**config.mk**
```make
export PLATFORM = sky130hd
export DESIGN_NAME = pidb_limit_div
export DESIGN_NICKNAME = d
export VERILOG_FILES = /design/src/sv/pid_deadband_bridge_drive_assert.svh /design/src/sv/pidb_pkg.sv /design/src/sv/pidb_limit_div.sv
export SDC_FILE = /design/constraint.sdc
export NUM_CORES = 1
export LEC_CHECK = 0
export BUFFER_PORTS_ARGS = -buffer_cell sky130_fd_sc_hd__buf_4
export CORE_MARGIN = 2
export CORE_UTILIZATION = 30
export DETAILED_ROUTE_END_ITERATION = 8
export SETUP_SLACK_MARGIN = 0.05
export SYNTH_ARGS = -nofsm -noshare
export SYNTH_HDL_FRONTEND = slang
export SYNTH_SLANG_ARGS = --single-unit
```
**constraint.sdc**
```tcl
create_clock -name clock -period 6.3 [get_ports clock]
set_clock_uncertainty 0.1 [all_clocks]
set_input_delay 0 -clock clock [delete_from_list [all_inputs] [get_ports clock]]
set_output_delay 0 -clock clock [all_outputs]
set_load 0.02 [all_outputs]
```
**src/sv/pid_deadband_bridge_drive_assert.svh**
```systemverilog
// Assertion helpers for the PID drive RTL.
`ifndef PID_DEADBAND_BRIDGE_DRIVE_ASSERT_SVH
`define PID_DEADBAND_BRIDGE_DRIVE_ASSERT_SVH

// Check that a condition implies another in the same cycle.
`define PIDB_ASSERT_SAME(label, clk, rst, ante, cons, msg) \
   label: assert property (@(posedge clk) disable iff (rst) (ante) |-> (cons)) \
      else $error(msg);

// Check that a condition implies another in the next cycle.
`define PIDB_ASSERT_NEXT(label, clk, rst, ante, cons, msg) \
   label: assert property (@(posedge clk) disable iff (rst) (ante) |=> (cons)) \
      else $error(msg);

`endif

```
**src/sv/pidb_pkg.sv**
```systemverilog
`timescale 1ns / 1ps
package pidb_pkg;

   localparam int DRIVE_LIMIT    = 100;
   localparam int GAIN_SCALE     = 10000;
   localparam int INTEGRAL_SCALE = DRIVE_LIMIT * GAIN_SCALE;

   localparam int SAMPLE_W   = 16;
   localparam int GAIN_W     = 16;
   localparam int FRIC_W     = 7;
   localparam int CSR_DATA_W = 16;
   localparam int CSR_IDX_W  = 3;

   localparam int ERR_W    = SAMPLE_W + 1;
   localparam int DERIV_W  = ERR_W + 1;
   localparam int ISUM_W   = 32;
   localparam int LIMIT_W  = 20;
   localparam int PROD_P_W = ERR_W + GAIN_W + 1;
   localparam int PROD_D_W = DERIV_W + GAIN_W + 1;
   localparam int PROD_I_W = ISUM_W + GAIN_W + 1;
   localparam int SUM_W    = PROD_I_W + 1;

   // From this magnitude up the quotient already exceeds the drive limit.
   localparam int SAT_THRESH = (DRIVE_LIMIT + 1) * GAIN_SCALE;
   localparam int MAG_W      = 20;
   localparam int RECIP_SHIFT = 37;
   localparam int RECIP_W     = 24;
   localparam longint unsigned RECIP_FULL =
      ((64'd1 << RECIP_SHIFT) + longint'(GAIN_SCALE) - 64'd1) / longint'(GAIN_SCALE);
   localparam logic [RECIP_W-1:0] RECIP_VALUE = RECIP_W'(RECIP_FULL);
   localparam int QUOT_W  = 7;
   localparam int RAW_W   = QUOT_W + 1;
   localparam int DRIVE_W = 8;

   localparam int NSTAGE = 6;

   typedef enum logic [CSR_IDX_W-1:0] {
      REG_TARGET_VALUE    = 3'd0,
      REG_GAIN_P          = 3'd1,
      REG_GAIN_I          = 3'd2,
      REG_GAIN_D          = 3'd3,
      REG_FRICTION_OFFSET = 3'd4,
      REG_DEADBAND_WIDTH  = 3'd5
   } csr_reg_type;

   typedef struct packed {
      logic               busy;
      logic [LIMIT_W-1:0] limit;
   } lim_stat_type;

endpackage

```
**src/sv/pidb_limit_div.sv**
```systemverilog
`timescale 1ns / 1ps
// Restoring divider: integral limit = INTEGRAL_SCALE / divisor, one bit per cycle.
module pidb_limit_div import pidb_pkg::*; (
   input  logic              clock,
   input  logic              reset,
   input  logic              start,
   input  logic [GAIN_W-1:0] divisor,
   output lim_stat_type      stat
);

   localparam int CNT_W = $clog2(LIMIT_W);

   logic               busy_ff, busy_in;
   logic [CNT_W-1:0]   cnt_ff, cnt_in;
   logic [LIMIT_W-1:0] num_ff, num_in;
   logic [GAIN_W-1:0]  rem_ff, rem_in;
   logic [LIMIT_W-1:0] quo_ff, quo_in;
   logic [GAIN_W-1:0]  den_ff, den_in;

   logic [GAIN_W:0] trial;
   logic [GAIN_W:0] diff;
   logic            fits;

   always_comb begin
      trial = {rem_ff, num_ff[LIMIT_W-1]};
      diff  = trial - {1'b0, den_ff};
      fits  = trial >= {1'b0, den_ff};

      busy_in = busy_ff;
      cnt_in  = cnt_ff;
      num_in  = num_ff;
      rem_in  = rem_ff;
      quo_in  = quo_ff;
      den_in  = den_ff;

      if (start) begin
         busy_in = divisor != '0;
         cnt_in  = '0;
         num_in  = LIMIT_W'(INTEGRAL_SCALE);
         rem_in  = '0;
         quo_in  = '0;
         den_in  = divisor;
      end else if (busy_ff) begin
         num_in = {num_ff[LIMIT_W-2:0], 1'b0};
         rem_in = fits ? diff[GAIN_W-1:0] : trial[GAIN_W-1:0];
         quo_in = {quo_ff[LIMIT_W-2:0], fits};
         cnt_in = cnt_ff + 1'b1;
         if (cnt_ff == CNT_W'(LIMIT_W - 1)) begin
            busy_in = 1'b0;
         end
      end
   end

   always_ff @(posedge clock) begin
      if (reset) begin
         busy_ff <= 1'b0;
         cnt_ff  <= '0;
      end else begin
         busy_ff <= busy_in;
         cnt_ff  <= cnt_in;
      end
   end

   always_ff @(posedge clock) begin
      num_ff <= num_in;
      rem_ff <= rem_in;
      quo_ff <= quo_in;
      den_ff <= den_in;
   end

   assign stat.busy  = busy_ff;
   assign stat.limit = quo_ff;

endmodule

```
==> metrics.log, run 1 <==
INFO  metric synth-xor-area-share = between 3 and 4%
INFO  metric placed_area = approximately 4000 um^2
INFO  metric finalSetupTns = 0 ns
INFO  metric hold_viol = 0
INFO  metric ys_warn_count = 0
INFO  metric core_area = ~11000 um^2
INFO  metric post_synth_and_or_nand_nor_area_fraction = 17.5%
INFO  metric ys_seq_elements = slightly above 70
INFO  metric clkSlewWorstSetupHoldPaths = about 0.060 ns
INFO  metric setup_violations = 0
INFO  metric critical-path-max-stage-delay = 0.54 ns
INFO  metric final_cell_area = 4360 um^2
INFO  metric syn_inst = around 370
INFO  metric final_max_slew_viol_count = 0
INFO  metric static-leakage-power = 1.81 nW
INFO  metric cp_slowest_cell = nor2_2
INFO  metric drtAntennaViolNets = 0
INFO  metric die_x = between 100 and 150 um
INFO  metric drt_first_pass_iters = 4
INFO  metric grt_setup_unrepaired = no
INFO  metric critPathCaptureType = flip-flop
INFO  metric core.rowCount = 39
INFO  metric synth_top_area_share = roughly a third
INFO  metric antenna_found_initial = 0
INFO  metric area_growth_syn_to_layout = 25.3%
INFO  metric cpLargestDelayFamily = compound AO/OA/AOI/OAI gates
INFO  metric cpMostUsedCell = nand2_1
INFO  metric critPathRequiredTime = roughly 6.4 ns
INFO  metric maximum_number_of_pins_on_one_net_before_global_route_repair = 65
INFO  metric worst_setup_path_start_kind = flip-flop
INFO  metric synthesis.area = roughly 3500 um^2
INFO  metric clock_tree_root_driver_cell = clkbuf_16
INFO  metric hpwlAfterDp = about 5200 um
INFO  metric drtIter0Drc = 220
INFO  metric avgRoutedWirePerCell = between 10 and 15 um
INFO  metric period_share = ~42%
INFO  metric timing.max_cap.violations = 0
INFO  metric syn_avg_cell_area = between 9 and 10 um^2
INFO  metric vias_per_std_cell = a little under 5
INFO  metric boundaryPins = 40
INFO  metric type_of_the_worst_min_delay_path = in2reg
INFO  metric drcViolationCount = 0
INFO  metric via_count = approximately 2800
INFO  metric synth.distinct_cells = a little over 50
INFO  metric grt_first_pass_wirelength = around 13000 um
INFO  metric globalplace.congestion = 0.904
INFO  metric crit_path_max_fanout = 16
INFO  metric wirelength = approximately 7600 um
INFO  metric critPathKind = reg2reg
INFO  metric synth_adder_area_share = 6.69%
INFO  metric synth_top_family_by_area = simple AND/OR/NAND/NOR gates
INFO  metric worst_slew_margin_rel = between 50% and 60%
INFO  metric die_area = 12500 um^2
INFO  metric area_fraction_in_compound_gates_after_synthesis = 12.8%
INFO  metric proportion_of_layout_cells_with_a_drive_suffix_above_1 = ~15%
INFO  metric design.final.nets = roughly 460
INFO  metric number_of_buffers_inserted_during_clock_tree_synthesis = 9
INFO  metric worstPathArrival = approximately 2.8 ns
INFO  metric max_slew.worst_pin.slew = between 0.7 and 0.8 ns
INFO  metric grt.overflow.total = 0
INFO  metric antennaDiodeCount = 0
INFO  metric synth-seq-area-share = 46.0%
INFO  metric clk_path_buf_depth = 2
INFO  metric placement.io_buffers = 39
INFO  metric syn_nets = roughly 410
INFO  metric post-synth-top-area-cell = dfxtp_1
INFO  metric ir_drop = approximately 0.14 mV
INFO  metric layout.filler_cells = 1107
INFO  metric cts_tree = built
INFO  metric outcome = completed
INFO  metric post-layout-total-power = approximately 1.2 mW
INFO  metric die_height = ~110 um
INFO  metric clock_sinks = 72
INFO  metric grt_usage = between 10% and 20%
INFO  metric yosys-top-cells-area = dfxtp_1, edfxtp_1, mux2i_1
INFO  metric initial_core_util = approximately 31%
INFO  metric yosys-mux-area-fraction = a little over 9%
INFO  metric finalWorstPathRequiredPeriod = ~2.7 ns
INFO  metric layout.core_utilization = 38.3%
INFO  metric htree_num_levels = 3
INFO  metric clock.fmax = ~370 MHz
INFO  metric worst-path-buf-inv = 0
INFO  metric power.density = 284 nW/um^2
INFO  metric via_count_of_the_first_global_routing_pass = 2612
INFO  metric cp_cell_sequence = ha_1, a21oi_1, nand2_1, a221oi_1, o21ai_1, nor2_2, nand2_1, a311oi_1
INFO  metric clk-insertion-delay-late = roughly 0.33 ns
path summary, 6_finish.rpt:
kind	endpoint	slack, ns	cells past startpoint	start
min reg2reg	num_ff[6]	0.36	1	num_ff[6]
max	rem_ff[4]	3.62	8	rem_ff[8]
min	num_ff[13]	0.11	2	start
max reg2reg	rem_ff[4]	3.62	8	rem_ff[8]
cells in the final DEF (no fill, tap or decap), types with 2 or more instances in the layout:
cell type / Yosys / routed
dlygate4sd3_1: 0 / 17
clkbuf_16: 0 / 9
a21oi_1: 15 / 15
nor2b_1: 2 / 2
o21ai_0: 10 / 10
nand3_1: 7 / 7
nor3_1: 12 / 12
nand2b_1: 2 / 2
o21bai_1: 2 / 2
a21o_1: 4 / 4
nand4_1: 6 / 6
xor2_1: 7 / 7
a32oi_1: 2 / 2
clkinv_4: 0 / 2
nor2_1: 48 / 48
nand2_1: 32 / 32
a211oi_1: 3 / 3
mux2i_1: 32 / 32
a311oi_1: 8 / 8
ha_1: 17 / 17
dfxtp_1: 56 / 55
o21a_1: 2 / 2
inv_1: 21 / 21
o221ai_1: 2 / 2
edfxtp_1: 16 / 16
buf_4: 1 / 40
xnor2_1: 7 / 7
nor3b_1: 2 / 2
o21ai_1: 5 / 5
nor4_1: 4 / 4
nand3b_1: 3 / 3
and3_1: 5 / 5
nor2_2: 2 / 2
repair_timing:
action	CTS	global route
resized for setup	0	0
buffers inserted	0	0
hold endpoints to repair	22	0
hold buffers	17	0
logic make-up after synthesis:
family                     Yosys count
muxes                               32
xor gates and xnor gates            14
DFF                                 72
adders and majority gates           18
buffers and inverters               37
AOI/OAI and AO/OA                   64
and+or+nand+nor                    131
registers in the layout (all words and copies together), names as in the netlist:
signal and flops:
cnt_ff 5, busy_ff 1, den_ff 16, num_ff 14, quo_ff 20, rem_ff 16
layer usage:
layer | vias to the layer above | GRT usage (%) | wire length [um]
met5 | - | 0 | 0
met4 | 0 | 6.17 | 170
met3 | 15 | 2.89 | 229
met2 | 47 | 20.0 | 3590
met1 | 1315 | 16.0 | 3590
li1 | 1421 | - | -
area by class of cell:
| cell class | count | area, um^2 | area share, % |
|---|---|---|---|
| repair buffers | 57 | 470 | 10.8 |
| inverters | 21 | 78.8 | 1.81 |
| clock inverters | 6 | 67.6 | 1.55 |
| well taps | 143 | 179 | 4.10 |
| flip-flops and latches | 72 | 1600 | 36.8 |
| multi-input cells | 259 | 1730 | 39.7 |
| clock buffers | 10 | 229 | 5.25 |
report_power, final:
group          total (mW)  switching [mW]  internal, mW
clock               0.507           0.199         0.309
combinational       0.213           0.123        0.0899
sequential          0.518          0.0197         0.498
total                1.24           0.341         0.896
worst register-to-register path: stages, from the launching register on:
cell	delay, ns
dfxtp_1	0.34
ha_1	0.37
a21oi_1	0.20
nand2_1	0.12
a221oi_1	0.30
o21ai_1	0.18
nor2_2	0.54
nand2_1	0.13
a311oi_1	0.29
synth_stat cells (all sizes together):
cell type	count
edfxtp	16
or3	1
a22oi	1
o22ai	1
o221ai	2
xor2	7
o21a	2
nand2	32
a211oi	5
nand4	6
nand3b	3
a21oi	15
nor4	4
mux2i	32
nor2b	2
a221oi	1
nor4b	1
nor3	12
xnor2	7
ha	17
inv	21
nand3	7
or2	1
a31oi	1
o41ai	1
or3b	1
dfxtp	56
and3	5
nand4b	1
a311oi	9
nor3b	2
o21ai	15
a32oi	2
a41oi	1
and2	1
nor2	50
o21bai	2
o31ai	1
buf	5
clkbuf	11
fa	1
nand2b	2
o211ai	1
a21o	4
stage by stage:
stage,hold WS [ns],setup slack (ns),instances
6_report,0.109,3.62,568
3_5_place_dp,0.0901,3.61,535
5_1_grt,0.125,3.38,568
2_1_floorplan,-0.0233,4.03,368
4_1_cts,0.0994,3.61,568
3_3_place_gp,0.0887,3.71,535
(Power assumes the default switching activity.)
==> inputs of run 2 (changes only) <==
Settings changed: ABC_AREA set to 1.
Clock period 6.3 ns to 2.2 ns, I/O delays scaled along.
==> run 2 against run 1 <==
  * Via count is 26% higher
  * Non-clock buffer count is 13 higher
  * Global-route usage is 1.7 points higher
  * First-iteration DRC count is 11% higher
  * Largest cell class unchanged
  * Highest routed layer unchanged
==> metrics.log, run 2 <==
INFO  metric crit_path_max_fanout = 2 (was 16)
INFO  metric ys_warn_count = 0 (unchanged)
INFO  metric globalplace.congestion = 0.878 (was 0.904)
INFO  metric hold_viol = 0 (unchanged)
INFO  metric outcome = completed (unchanged)
INFO  metric worst_slack = 0.139 ns (was 3.62 ns)
INFO  metric synth_top_family_by_area = simple AND/OR/NAND/NOR gates (unchanged)
INFO  metric antennaDiodeCount = 0 (unchanged)
INFO  metric grt_first_pass_wirelength = 15900 um (was 12600 um)
INFO  metric syn_nets = 562 (was 405)
INFO  metric layoutNonFillerInstCount = 765 (was 568)
INFO  metric setup_violations = 0 (unchanged)
INFO  metric p_int = 2.77 mW (was 0.896 mW)
INFO  metric period_share = a little over nine tenths
INFO  metric sequentialPowerShare = 38.8% (was 41.8%)
INFO  metric core.rowCount = 41 (was 39)
INFO  metric critPathCaptureType = flip-flop (unchanged)
INFO  metric area_growth_syn_to_layout = 32.4% (was 25.3%)
INFO  metric avgRoutedWirePerCell = 12.9 um (was 13.3 um)
INFO  metric critical_path_capture_point = busy_ff (was rem_ff[4])
INFO  metric clock_tree_root_driver_cell = clkbuf_16 (unchanged)
INFO  metric synth-xor-area-share = 1.36% (was 3.53%)
INFO  metric synthesis.area = 3870 um^2 (was 3480 um^2)
INFO  metric drcViolationCount = 0 (unchanged)
INFO  metric worst_setup_path_start_kind = input port (was flip-flop)
INFO  metric numPlacedInstances = 724 (was 535)
INFO  metric synth_enable_flop_cells = 16 (unchanged)
INFO  metric ys_dominant_reg_cell = dfxtp_1 (unchanged)
INFO  metric die_area = 13800 um^2 (was 12500 um^2)
INFO  metric final_max_slew_viol_count = 0 (unchanged)
INFO  metric clk_path_buf_depth = 2 (unchanged)
INFO  metric synth.distinct_cells = 40 (was 51)
INFO  metric registers.top_by_ff_count = quo_ff (unchanged)
INFO  metric syn_avg_cell_area = 7.37 um^2 (was 9.45 um^2)
INFO  metric die_x = 118 um (was 112 um)
INFO  metric finalWorstPathRequiredPeriod = roughly 2.1 ns
INFO  metric boundaryPins = 40 (unchanged)
INFO  metric preCtsSetupSlack = -0.0232 ns (was 3.61 ns)
INFO  metric clock_sinks = 72 (unchanged)
INFO  metric type_of_the_worst_min_delay_path = in2reg (unchanged)
INFO  metric timing.rr.end = rem_ff[2] (was rem_ff[4])
INFO  metric wirelength = 9870 um (was 7570 um)
INFO  metric yosys-mux-area-fraction = 0% (was 9.21%)
INFO  metric worst_slew_margin_rel = 39.1% (was 52.7%)
INFO  metric grt_setup_unrepaired = yes (was no)
INFO  metric maximum_number_of_pins_on_one_net_before_global_route_repair = 46 (was 65)
INFO  metric switching_power = 1.13 mW (was 0.341 mW)
INFO  metric mostFrequentLayoutCells = nand2_1, nor2_1, inv_1, dfxtp_1, buf_4 (was dfxtp_1, nor2_1, buf_4, mux2i_1, nand2_1)
INFO  metric largest_reg_flops = 20 (unchanged)
INFO  metric cts_tree = built (unchanged)
INFO  metric power.density = 762 nW/um^2 (was 284 nW/um^2)
INFO  metric proportion_of_layout_cells_with_a_drive_suffix_above_1 = 22.1% (was 14.6%)
INFO  metric drtIter0Drc = 245 (was 220)
INFO  metric synth-async-reset-ratio = 0% (unchanged)
INFO  metric via_count_of_the_first_global_routing_pass = 3350 (was 2612)
INFO  metric power.share.switching = 29.0% (was 27.6%)
INFO  metric critPathRequiredTime = 2.32 ns (was 6.43 ns)
INFO  metric area_fraction_in_compound_gates_after_synthesis = 9.70% (was 12.8%)
INFO  metric hpwlAfterDp = 6860 um (was 5160 um)
INFO  metric antenna_found_initial = 0 (unchanged)
INFO  metric drt_first_pass_iters = 5 (was 4)
INFO  metric critPathKind = in2reg (was reg2reg)
INFO  metric synth_adder_area_share = 6.01% (was 6.69%)
INFO  metric static-leakage-power = 2.36 nW (was 1.81 nW)
INFO  metric post_synth_most_frequent_cells = nand2_1, nor2_1, inv_1 (was dfxtp_1, nor2_1, mux2i_1, nand2_1, inv_1)
INFO  metric post-synth-top-count-cell = nand2_1 (was dfxtp_1)
INFO  metric clkSlewWorstSetupHoldPaths = 0.06 ns (about the same)
INFO  metric drtAntennaViolNets = 0 (unchanged)
INFO  metric syn_inst = 525 (was 368)
INFO  metric synth_top_area_share = 29.0% (was 32.2%)
INFO  metric clock_power_share = 40.4% (was 41.0%)
INFO  metric worstPathArrival = 2.18 ns (was 2.81 ns)
INFO  metric rrSetupSlack = 0.14 ns (was 3.62 ns)
INFO  metric grt.overflow.total = 0 (unchanged)
INFO  metric rr_startpoint = den_ff[7] (was rem_ff[8])
INFO  metric ir_drop = 0.753 mV (was 0.139 mV)
INFO  metric grt_usage = 14.2% (was 12.5%)
INFO  metric placement.io_buffers = 39 (unchanged)
INFO  metric worst-r2r-cell-count = 15 (was 8)
INFO  metric most_common_cell_after_layout_fill_and_taps_aside = nand2_1 (was dfxtp_1)
INFO  metric htree_num_levels = 3 (unchanged)
INFO  metric die_height = 118 um (was 112 um)
INFO  metric layout_top_registers = quo_ff x20, den_ff x16, rem_ff x16 (unchanged)
INFO  metric post-synth-top-area-cell = dfxtp_1 (unchanged)
INFO  metric design.final.nets = 625 (was 457)
INFO  metric clk-insertion-delay-late = 0.33 ns (about the same)
INFO  metric synth-seq-area-share = 41.4% (was 46.0%)
INFO  metric max_slew.worst_pin.slew = 0.912 ns (was 0.710 ns)
INFO  metric via_count = 3535 (was 2798)
INFO  metric ys_seq_elements = 72 (unchanged)
INFO  metric layout.filler_cells = 1278 (was 1107)
INFO  metric initial_core_util = 30.7% (was 30.6%)
INFO  metric timing.max_cap.violations = 0 (unchanged)
INFO  metric clock.fmax = 485 MHz
INFO  metric vias_per_std_cell = 4.62 (was 4.93)
INFO  metric timing.critical_path.from = divisor[1] (was rem_ff[8])
INFO  metric number_of_buffers_inserted_during_clock_tree_synthesis = 9 (unchanged)
INFO  metric core_area = 12600 um^2 (was 11400 um^2)
INFO  metric yosys-top-cells-area = dfxtp_1, edfxtp_1, nand2_1 (was dfxtp_1, edfxtp_1, mux2i_1)
INFO  metric post_synth_and_or_nand_nor_area_fraction = 32.3% (was 17.5%)
INFO  metric comb_power_share = 20.8% (was 17.2%)
INFO  metric seqCellArea = 1600 um^2 (unchanged)
INFO  metric multi_input_area = 2110 um^2 (was 1730 um^2)
==> run 2: through the flow <==
stage	setup TNS [ns]	hold slack (ns)	util, %	instance area (um^2)	power (mW)
final	0	0.114	40.6	5120	3.90
after global routing	0	0.133	40.6	5120	4.08
after CTS	0	0.110	39.0	4920	3.84
after detailed placement	-0.0420	0.0657	34.4	4340	2.21
after global placement	-0.0766	0.0632	34.4	4340	2.21
after floorplan	0	-0.0309	-	3870	2.01
==> run 2: worst min path at each step <==
stage	from	end	slack (ns)	depth (start not counted)
5_1_grt	start	rem_ff[6]	0.13	3
3_3_place_gp	reset	busy_ff	0.06	2
4_1_cts	start	rem_ff[3]	0.11	3
6_report	start	rem_ff[3]	0.11	3
3_5_place_dp	reset	busy_ff	0.07	2
2_1_floorplan	reset	busy_ff	-0.03	1
==> run 2: area by class of cell <==
| type | instances | share of cell area [%] |
|---|---|---|
| clock buffers | 12 | 5.86 |
| clock inverters | 4 | 0.733 |
| inverters | 73 | 5.35 |
| multi-input cells | 362 | 41.3 |
| flip-flops and latches | 72 | 31.3 |
| well taps | 172 | 4.20 |
| repair buffers | 70 | 11.3 |
==> run 2: timing repair <==
action / CTS / global route
gates resized for setup: 8 / 26
buffers inserted: 3 / 4
hold buffers: 18 / 0
endpoints found under the setup margin: 8 / 17
endpoints found under the hold margin: 22 / 0
pin swaps: 3 / 4
==> run 2: critical path, stage by stage <==
cell and delay [ns]:
dlygate4sd3_1 0.54, buf_4 0.14, nor4_1 0.58, nand4_1 0.21, nand2_1 0.10, a21oi_1 0.06
dlygate4sd3_1 0.55
==> run 2: kinds of logic after synthesis <==
group / after synthesis
AO/OA/AOI/OAI: 67
XOR/XNOR: 6
adder cells (fa/ha/maj): 18
buffers and inverters: 91
flip-flops: 72
AND/OR/NAND/NOR: 271
==> run 2: routing by layer <==
layer	share of wire, %	routed length (um)	global-route usage [%]
met1	45	4480	18.0
met5	0	0	0
met4	1.1	104	4.74
met2	48	4720	24.1
met3	5.7	564	2.96
==> run 2: power by group through the flow <==
stage,clock network (mW),registers (mW),logic [mW]
final,1.58,1.52,0.811
after global placement,0,1.53,0.678
after global routing,1.66,1.53,0.891
after detailed placement,0,1.54,0.677
after CTS,1.60,1.51,0.732
after floorplan,0,1.54,0.467
==> inputs of run 3 (changes only) <==
Settings changed: REMOVE_ABC_BUFFERS set to 1.
==> run 3 against run 2 <==
  * Clock-buffer cell count decreased by 1
  * Die area unchanged
  * Critical path depth increased by 7
  * Worst setup slack got worse by 0.026 ns
  * Wire length increased by 0.14%
  * Register-to-register slack got worse by 0.03 ns
  * Maximum frequency decreased by 1.2%
  * Critical endpoint is now rem_ff[1]
  * Largest cell class unchanged
==> metrics.log, run 3 (synthesis gave the netlist of run 2 again) <==
INFO  metric clk-insertion-delay-late = 0.32 ns (was 0.33 ns)
INFO  metric cpLargestDelayFamily = simple AND/OR/NAND/NOR gates (was buffers and inverters)
INFO  metric worst-path-buf-inv = 4 (was 3)
INFO  metric most_common_cell_after_layout_fill_and_taps_aside = nand2_1 (unchanged)
INFO  metric core_area = 12600 um^2 (unchanged)
INFO  metric clock_tree_root_driver_cell = clkbuf_16 (unchanged)
INFO  metric hold_viol = 0 (unchanged)
INFO  metric design.final.nets = 628 (was 625)
INFO  metric clkSlewWorstSetupHoldPaths = 0.06 ns (about the same)
INFO  metric layoutNonFillerInstCount = 768 (was 765)
INFO  metric type_of_the_worst_min_delay_path = in2reg (unchanged)
INFO  metric timing.max_cap.violations = 0 (unchanged)
INFO  metric die_x = 118 um (unchanged)
INFO  metric layout_top_registers = quo_ff x20, den_ff x16, rem_ff x16 (unchanged)
INFO  metric avgRoutedWirePerCell = 12.9 um (about the same)
INFO  metric drcViolationCount = 0 (unchanged)
INFO  metric clk_path_buf_depth = 2 (unchanged)
INFO  metric power.density = 720 nW/um^2 (was 762 nW/um^2)
INFO  metric number_of_buffers_inserted_during_clock_tree_synthesis = 9 (unchanged)
INFO  metric worst_slew_margin_rel = 38.6% (was 39.1%)
INFO  metric metal3_wl = 421 um (was 564 um)
INFO  metric drtAntennaViolNets = 0 (unchanged)
INFO  metric final_max_slew_viol_count = 0 (unchanged)
INFO  metric cts_tree = built (unchanged)
INFO  metric drt_first_pass_iters = 5 (unchanged)
INFO  metric critical-path-max-stage-delay = 0.38 ns (was 0.58 ns)
INFO  metric route.met2.wl = 4640 um (was 4720 um)
INFO  metric antennaDiodeCount = 0 (unchanged)
INFO  metric layout.filler_cells = 1304 (was 1278)
INFO  metric grt_setup_unrepaired = yes (unchanged)
INFO  metric core.rowCount = 41 (unchanged)
INFO  metric registers.top_by_ff_count = quo_ff (unchanged)
INFO  metric fin_hold_ws = 0.280 ns (was 0.114 ns)
INFO  metric critPathKind = reg2reg (was in2reg)
INFO  metric ir_drop = 0.496 mV (was 0.753 mV)
INFO  metric preCtsSetupSlack = -0.0386 ns (was -0.0232 ns)
INFO  metric vias_per_std_cell = 4.63 (was 4.62)
INFO  metric via_count_of_the_first_global_routing_pass = 3428 (was 3350)
INFO  metric boundaryPins = 40 (unchanged)
INFO  metric initial_core_util = 30.7% (unchanged)
INFO  metric die_area = 13800 um^2 (unchanged)
INFO  metric area_growth_syn_to_layout = 32.5% (was 32.4%)
INFO  metric drtIter0Drc = 163 (was 245)
INFO  metric m1WireLength = 4590 um (was 4480 um)
INFO  metric finalWorstPathRequiredPeriod = 2.09 ns (was 2.06 ns)
INFO  metric top_layer_used = met4 (unchanged)
INFO  metric cpMostUsedCell = nand2_2 (was dlygate4sd3_1)
INFO  metric critPathRequiredTime = 2.29 ns (was 2.32 ns)
INFO  metric placement.io_buffers = 39 (unchanged)
INFO  metric post-layout-total-power = 3.69 mW (was 3.90 mW)
INFO  metric clock_sinks = 72 (unchanged)
INFO  metric layout.core_utilization = 40.6% (about the same)
INFO  metric globalplace.congestion = 0.928 (was 0.878)
INFO  metric setup_violations = 0 (unchanged)
INFO  metric crit_path_max_fanout = 6 (was 2)
INFO  metric timing.critical_path.from = den_ff[12] (was divisor[1])
INFO  metric static-leakage-power = 2.36 nW (about the same)
INFO  metric mostFrequentLayoutCells = nand2_1, nor2_1, inv_1, dfxtp_1, buf_4 (unchanged)
INFO  metric die_height = 118 um (unchanged)
INFO  metric period_share = 94.8% (was 93.7%)
INFO  metric wirelength = 9880 um (was 9870 um)
INFO  metric maximum_number_of_pins_on_one_net_before_global_route_repair = 63 (was 46)
INFO  metric proportion_of_layout_cells_with_a_drive_suffix_above_1 = 22.8% (was 22.1%)
INFO  metric clock.fmax = 479 MHz (was 485 MHz)
INFO  metric worstPathArrival = 2.18 ns (about the same)
INFO  metric outcome = completed (unchanged)
INFO  metric worst_setup_path_start_kind = flip-flop (was input port)
INFO  metric antenna_found_initial = 0 (unchanged)
INFO  metric grt_usage = 14.1% (was 14.2%)
INFO  metric cp_slowest_cell = edfxtp_1 (was nor4_1)
INFO  metric via_count = 3559 (was 3535)
INFO  metric cp_cell_sequence = inv_2, ha_4, nand2_1, nand2_2, inv_1, nand2_2, nand2_1, nand2_2, nor2_8, buf_6, buf_12, nand3_1, nand3_2, a21oi_2 (was dlygate4sd3_1, buf_4, nor4_1, nand4_1, nand2_1, a21oi_1, dlygate4sd3_1)
INFO  metric worst_slack = 0.114 ns (was 0.139 ns)
INFO  metric hold_start = reset (was start)
INFO  metric numPlacedInstances = 723 (was 724)
INFO  metric largest_reg_flops = 20 (unchanged)
INFO  metric rr_startpoint = den_ff[12] (was den_ff[7])
INFO  metric htree_num_levels = 3 (unchanged)
INFO  metric hpwlAfterDp = 6610 um (was 6860 um)
INFO  metric grt_first_pass_wirelength = 16000 um (was 15900 um)
INFO  metric max_slew.worst_pin.slew = 0.920 ns (was 0.912 ns)
INFO  metric grt.overflow.total = 0 (unchanged)
INFO  metric critPathCaptureType = flip-flop (unchanged)
==> run 3: cell type report <==
cell class / instances / area [um^2] / area share (%)
Sequential cell: 72 / 1600 / 31.3
Tap cell: 172 / 215 / 4.20
Clock buffer: 11 / 253 / 4.93
Inverter: 73 / 277 / 5.39
Clock inverter: 5 / 30.0 / 0.586
Multi-Input combinational cell: 363 / 2120 / 41.4
Timing Repair Buffer: 72 / 628 / 12.2
==> run 3: layer usage <==
metal | track usage (%) | vias to the layer above
li1 | - | 1807
met1 | 17.4 | 1651
met2 | 23.6 | 82
met3 | 3.34 | 19
met4 | 5.72 | 0
met5 | 0 | -
==> run 3: worst register-to-register path, cell delays in order, from the launching register on <==
cell and delay [ns]:
edfxtp_1 0.38, inv_2 0.09, ha_4 0.23, nand2_1 0.09, nand2_2 0.07, inv_1 0.07
nand2_2 0.06, nand2_1 0.07, nand2_2 0.10, nor2_8 0.19, buf_6 0.16, buf_12 0.11
nand3_1 0.08, nand3_2 0.10, a21oi_2 0.06
==> run 3: power breakdown <==
group	total [mW]	internal (mW)	switching (mW)
registers	1.51	1.45	0.0610
clock network	1.34	0.820	0.524
logic	0.843	0.362	0.481
==> run 3: repair_timing <==
| action | CTS | global route |
|---|---|---|
| setup endpoints to repair | 10 | 17 |
| pin swaps | 1 | 9 |
| gates cloned | 0 | 2 |
| gates resized for setup | 3 | 33 |
| hold buffers | 18 | 0 |
| endpoints found under the hold margin | 23 | 0 |
| buffers inserted | 1 | 8 |
==> run 3: path summary, 6_finish.rpt <==
kind / end / slack [ns] / depth (start not counted)
setup / recovery: rem_ff[1] / 0.11 / 14
hold / removal: busy_ff / 0.28 / 3
hold reg to reg: num_ff[14] / 0.36 / 2
setup reg to reg: rem_ff[1] / 0.11 / 14
==> run 3: per-stage QoR <==
| stage | setup TNS [ns] | area [um^2] |
|---|---|---|
| after floorplan | -9.70 | 3780 |
| after global placement | -0.115 | 4340 |
| after detailed placement | -0.0820 | 4340 |
| after CTS | 0 | 4830 |
| after global routing | 0 | 5130 |
| final | 0 | 5130 |
